[config.mk]
export PLATFORM = sky130hd
export DESIGN_NAME = shortest_job_first_queue_top
export DESIGN_NICKNAME = d
export VERILOG_FILES = /design/src/hw/rtl/sjfq_pkg.sv /design/src/hw/rtl/sjfq_cell.sv /design/src/hw/rtl/shortest_job_first_queue_top.sv
export SDC_FILE = /design/constraint.sdc
export NUM_CORES = 1
export LEC_CHECK = 0
export ABC_AREA = 1
export BUFFER_PORTS_ARGS = -buffer_cell sky130_fd_sc_hd__buf_2
export CORE_MARGIN = 2
export CORE_UTILIZATION = 55
export DETAILED_ROUTE_END_ITERATION = 12
export HOLD_SLACK_MARGIN = 0.15
export PLACE_DENSITY = 0.78
export SLEW_MARGIN = 10
export SYNTH_ARGS = -nofsm -noshare
export SYNTH_HDL_FRONTEND = slang
export SYNTH_SLANG_ARGS = --single-unit
[constraint.sdc]
create_clock -name i_clk -period 6.17 [get_ports i_clk]
set_input_delay 0.617 -clock i_clk [delete_from_list [all_inputs] [get_ports i_clk]]
set_output_delay 0.617 -clock i_clk [all_outputs]
set_load 0.01 [all_outputs]
[src/hw/rtl/sjfq_pkg.sv]
package sjfq_pkg;

    localparam int LEN_W = 16;
    localparam int CNT_OUT_W = 5;
    localparam int STATUS_W = 2;

    localparam logic [STATUS_W-1:0] STATUS_OK    = 2'd0;
    localparam logic [STATUS_W-1:0] STATUS_FULL  = 2'd1;
    localparam logic [STATUS_W-1:0] STATUS_EMPTY = 2'd2;

    localparam logic FUNC_INSERT  = 1'b0;
    localparam logic FUNC_EXTRACT = 1'b1;

    // Broadcast command for the cell row
    typedef enum logic [1:0] {
        CELL_HOLD,
        CELL_INSERT,
        CELL_EXTRACT
    } t_cell_op;

    typedef struct packed {
        t_cell_op         op;
        logic [LEN_W-1:0] length;
    } t_cell_ctl;

endpackage

[src/hw/rtl/sjfq_cell.sv]
module sjfq_cell (
    input  logic                          i_clk,
    input  sjfq_pkg::t_cell_ctl           i_ctl,
    input  logic                          i_occupied,
    input  logic                          i_left_greater,
    input  logic [sjfq_pkg::LEN_W-1:0]    i_left_len,
    input  logic [sjfq_pkg::LEN_W-1:0]    i_right_len,
    output logic                          o_greater,
    output logic [sjfq_pkg::LEN_W-1:0]    o_len
);
    import sjfq_pkg::*;

    logic [LEN_W-1:0] r_len;

    // Empty slots count as larger than any job; strict compare keeps ties in arrival order
    assign o_greater = !i_occupied || (r_len > i_ctl.length);
    assign o_len     = r_len;

    always_ff @(posedge i_clk) begin
        unique case (i_ctl.op)
            CELL_INSERT: begin
                if (o_greater) begin
                    r_len <= i_left_greater ? i_left_len : i_ctl.length;
                end
            end
            CELL_EXTRACT: begin
                r_len <= i_right_len;
            end
            CELL_HOLD: begin
                r_len <= r_len;
            end
            default: begin
                r_len <= r_len;
            end
        endcase
    end

endmodule

[src/hw/rtl/shortest_job_first_queue_top.sv]
// Channel  | Dir | tdata (low bit up)                          | tuser
// ---------+-----+---------------------------------------------+--------------------
// s (job)  | in  | [15:0] job_length                           | [0] func (1 = extract)
// m (res)  | out | [15:0] removed_length, [20:16] count, pad 0 | [1:0] status
//
// One transfer per cycle on the input while o_s_tready is high: each cell holds one job, the row is kept
// sorted by length (ties in arrival order), and all cells compare and shift at once.
// The result sits in an output register from the cycle after its input transfer.
// Reset clears the job count and the output valid; cell contents need no reset.
// o_s_tready drops only while a result is held and i_m_tready is low.
module shortest_job_first_queue_top #(
    parameter int DEPTH = 16
) (
    input  logic        i_clk,
    input  logic        i_rst_n,
    input  logic        i_s_tvalid,
    output logic        o_s_tready,
    input  logic [15:0] i_s_tdata,  // [15:0] job_length
    input  logic [0:0]  i_s_tuser,  // [0] func
    output logic        o_m_tvalid,
    input  logic        i_m_tready,
    output logic [23:0] o_m_tdata,  // [15:0] removed_length, [20:16] count
    output logic [1:0]  o_m_tuser   // [1:0] status
);
    import sjfq_pkg::*;

    localparam int CW = $clog2(DEPTH + 1);

    logic [CW-1:0]     r_count, n_count;
    logic              r_out_valid;
    logic [LEN_W-1:0]  r_out_removed, n_removed;
    logic [STATUS_W-1:0] r_out_status, n_status;
    logic [CNT_OUT_W-1:0] r_out_count;

    t_cell_ctl         cell_ctl;
    logic              s_fire;
    logic              is_full, is_empty;
    logic [LEN_W-1:0]  cell_len [DEPTH];
    logic              cell_gt  [DEPTH];

    assign o_s_tready = !r_out_valid || i_m_tready;
    assign s_fire     = i_s_tvalid && o_s_tready;
    assign is_full    = (r_count == CW'(DEPTH));
    assign is_empty   = (r_count == '0);

    // Decode the transfer into a row command; full and empty are refused here
    always_comb begin
        cell_ctl.op     = CELL_HOLD;
        cell_ctl.length = i_s_tdata[LEN_W-1:0];
        n_count         = r_count;
        n_status        = STATUS_OK;
        n_removed       = '0;
        if (s_fire) begin
            if (i_s_tuser[0] == FUNC_INSERT) begin
                if (is_full) begin
                    n_status = STATUS_FULL;
                end else begin
                    cell_ctl.op = CELL_INSERT;
                    n_count     = r_count + 1'b1;
                end
            end else begin
                if (is_empty) begin
                    n_status = STATUS_EMPTY;
                end else begin
                    cell_ctl.op = CELL_EXTRACT;
                    n_removed   = cell_len[0];   // head cell holds the shortest, oldest job
                    n_count     = r_count - 1'b1;
                end
            end
        end
    end

    // Cell row: left neighbor feeds inserts, right neighbor feeds extracts
    for (genvar gi = 0; gi < DEPTH; gi++) begin : g_cell
        logic              left_gt;
        logic [LEN_W-1:0]  left_len;
        logic [LEN_W-1:0]  right_len;

        if (gi == 0) begin : g_first
            assign left_gt  = 1'b0;
            assign left_len = '0;
        end else begin : g_mid
            assign left_gt  = cell_gt[gi-1];
            assign left_len = cell_len[gi-1];
        end

        if (gi == DEPTH - 1) begin : g_last
            assign right_len = '0;
        end else begin : g_inner
            assign right_len = cell_len[gi+1];
        end

        sjfq_cell u_cell (
            .i_clk          (i_clk),
            .i_ctl          (cell_ctl),
            .i_occupied     (r_count > CW'(gi)),
            .i_left_greater (left_gt),
            .i_left_len     (left_len),
            .i_right_len    (right_len),
            .o_greater      (cell_gt[gi]),
            .o_len          (cell_len[gi])
        );
    end

    always_ff @(posedge i_clk) begin
        if (!i_rst_n) begin
            r_count     <= '0;
            r_out_valid <= 1'b0;
        end else begin
            r_count <= n_count;
            if (s_fire) begin
                r_out_valid <= 1'b1;
            end else if (i_m_tready) begin
                r_out_valid <= 1'b0;
            end
        end
    end

    // Result payload
    always_ff @(posedge i_clk) begin
        if (s_fire) begin
            r_out_removed <= n_removed;
            r_out_status  <= n_status;
            r_out_count   <= CNT_OUT_W'(n_count);
        end
    end

    assign o_m_tvalid = r_out_valid;
    assign o_m_tdata  = {3'b000, r_out_count, r_out_removed};
    assign o_m_tuser  = r_out_status;

    a_count_bound: assert property (@(posedge i_clk) disable iff (!i_rst_n)
        r_count <= CW'(DEPTH))
        else $error("job count above depth");

    a_full_refused: assert property (@(posedge i_clk) disable iff (!i_rst_n)
        s_fire && i_s_tuser[0] == FUNC_INSERT && is_full
        |=> r_out_status == STATUS_FULL && r_count == CW'(DEPTH))
        else $error("insert into full queue not refused");

    a_extract_count: assert property (@(posedge i_clk) disable iff (!i_rst_n)
        s_fire && i_s_tuser[0] == FUNC_EXTRACT && !is_empty
        |=> r_count == $past(r_count) - 1'b1 && r_out_status == STATUS_OK)
        else $error("extract did not lower the count");

    a_head_sorted: assert property (@(posedge i_clk) disable iff (!i_rst_n)
        r_count >= CW'(2) |-> cell_len[0] <= cell_len[1])
        else $error("cell row head out of order");

endmodule
==> results_dict.tcl <==
set metrics [dict create \
    drt-initial-drc-count 2055 \
    dpl_worst_slack_ns 1.907 \
    synth.yosys.seq_area_share 0.3877 \
    cts_tree "yes" \
    drive_gt1_frac 0.05759 \
    layout_commonest_cell "nand2_1" \
    start_util 0.5542 \
    antenna_found_initial 0 \
    cts.sinks 285 \
    dr.pass1.iters 6 \
    path_max_fanout 95 \
    syn_to_final_growth_pct 7.758 \
    rsz0062_at_grt "false" \
    antenna_left 0 \
    fin_crit_sh 0.6687 \
    drc_errors 0 \
    critPathBufInv 3 \
    grt_start_max_net_pins 135 \
    grt_pass1_wl_mm 101.9 \
    die-area_um2 41470 \
    path_delay_family "simple AND/OR/NAND/NOR gates" \
    post-cts-setup-buffer-count 0 \
    hold_buffers 0 \
    clock_latency_ns 0.57 \
    die_x_um 203.6 \
    finalMaxSlewViolations 0 \
    ys_ff_latch 285 \
    instances_no_fill 3442 \
    netlist_area_um2 21920 \
    fin_crit_ns 4.126 \
    slew-limit-headroom 0.2425 \
    setup_viol 0 \
    die_h_um 203.6 \
    hp-class "primary input to register" \
    port_buffers 45 \
    syn-instance-count 2895 \
    avgSynthCellArea_um2 7.572 \
    hold_violations 0 \
    skew_ns 0.02253 \
    via_per_inst 5.956 \
    routed_wl_mm 64.09 \
    finish.net_count 3172 \
    finalSetupTns_ns 0 \
    fp.coreArea_um2 39550 \
    cts_made_buffers 35 \
    start_kind "register" \
    required_ns 6.30 \
    max_freq_ghz 0.2424 \
    grt_use_total 0.3092 \
    slowest_delay_ns 0.68 \
    status "finished, final reports clean" \
    layout_common_cells "1036 x nand2_1, 499 x nand3_1, 315 x inv_1, 279 x edfxtp_1, 261 x ha_1" \
    cp-end-kind "register" \
    peakVddDrop_uv 217.4 \
    wire_per_inst_um 18.62 \
    crit_type "register to register" \
    final_util 0.5972 \
    cts_root_buf "clkbuf_16" \
    diodes 0 \
    clk_pin_slew_worst_paths_ns 0.06 \
    fin_ws_ns 2.044 \
    synthFlopType "edfxtp_1" \
    cts_max_path_buffers 3 \
    grt_pass1_vias 20241 \
    powerDensity_nw_per_um2 331.6 \
    async_flop_share 0 \
    arrival_ns 4.26 \
    htreeDepth 2 \
    yosysWarnings 0 \
    synth_cell_types 43 \
    critPathSlowestCell "buf_4" \
    cpMostUsedCell "inv_2" \
    path_cells "inv_2, ha_1, nand3_2, nand2_2, inv_2, nand2_8, buf_4, nand2_1" \
    ios 49 \
    synth_edf_count 279 \
    drv_cap 0 \
    gp_congestion 0.9424 \
    vias 20500 \
    hpwl_mm 45.16 \
    power.leakage_nw 11.90 \
    cts_resized 0 \
    worst_pin_slew_ns 1.135 \
    placementRows 73 \
    placed_cells 3378 \
    grt_overflow 0 \
]
[synth_stat cells, drive strengths merged, types with 2 or more instances]
library cell     n  share of area
nor2           135          0.024
nand2         1050           0.18
o21a             2        0.00068
a21o            14         0.0048
inv            322          0.055
o211ai           3         0.0019
a21oi          103          0.024
dfxtp            6         0.0055
o21ai           46          0.012
clkbuf          60          0.010
edfxtp         279           0.38
buf             67          0.020
ha             261           0.15
nand3          500           0.11
o21bai           2        0.00068
nor3            15         0.0034
nand4           19         0.0054
[power by group]
part	switching, W	internal [W]	leakage (nW)	total, W
registers	0.000321	0.00272	2.69	0.00304
logic	0.00182	0.000844	8.65	0.00267
clock network	0.000896	0.00123	0.557	0.00213
[per-layer routing]
layer  vias up  track usage  routed length, µm
met3       229      0.04714               6060
met5         -            0                  0
met4         0       0.1369               2460
li1       9583            -                  -
met1      9611       0.3892              25060
met2      1077       0.5264              30510
[path summary, 6_finish.rpt]
path,from,endpoint,slack (ns),cells past startpoint
max reg2reg,r_count[1],g_cell[8].u_cell.o_len[9],2.04,8
max,r_count[1],g_cell[8].u_cell.o_len[9],2.04,8
min reg2reg,o_m_tvalid,o_m_tvalid,0.53,2
min,i_s_tdata[1],g_cell[0].u_cell.o_len[1],0.35,3
[flip-flops by register name (all words and copies together) (netlist names)]
signal               count
g_cell.u_cell.o_len    256
r_out_removed           16
r_count                  5
r_out_count              5
o_m_tuser                2
o_m_tvalid               1
[per-stage QoR]
| step | total power [W] | hold slack, ns | cell area [µm²] |
|---|---|---|---|
| after detailed placement | 0.005658 | 0.5136 | 22490 |
| after global routing | 0.008287 | 0.3511 | 23620 |
| after global placement | 0.005511 | 0.5021 | 22490 |
| final | 0.007831 | 0.3452 | 23620 |
| after floorplan | 0.004913 | 0.5200 | 21930 |
| after CTS | 0.007770 | 0.3335 | 23620 |
[layout make-up]
cell class / count / area (µm²)
Tap cell: 525 / 656.9
Multi-Input combinational cell: 2162 / 11560
Timing Repair Buffer: 83 / 548.0
Sequential cell: 285 / 8498
Inverter: 323 / 1222
Fill cell: 3475 / 15930
Clock inverter: 19 / 221.5
Clock buffer: 45 / 913.4
[cells by family (layout without fill, tap and decap cells)]
logic type	count (synthesis)	in the layout	share of synthesized area
adders and majority gates	261	261	0.1490
other	1	3	0.0001711
xor gates and xnor gates	2	2	0.0007993
DFF	285	285	0.3877
buffers and inverters	450	470	0.08591
and+or+nand+nor	1722	1722	0.3298
AOI/OAI and AO/OA	174	174	0.04664
[worst reg2reg max path: cells and delay by family (launching register included)]
family        cells  cell delay, ns
fa+ha+maj         1            0.30
simple gates      4            1.98
flops             1            0.39
buf+inv           3            1.03
Power figures use the tool's default switching activity.
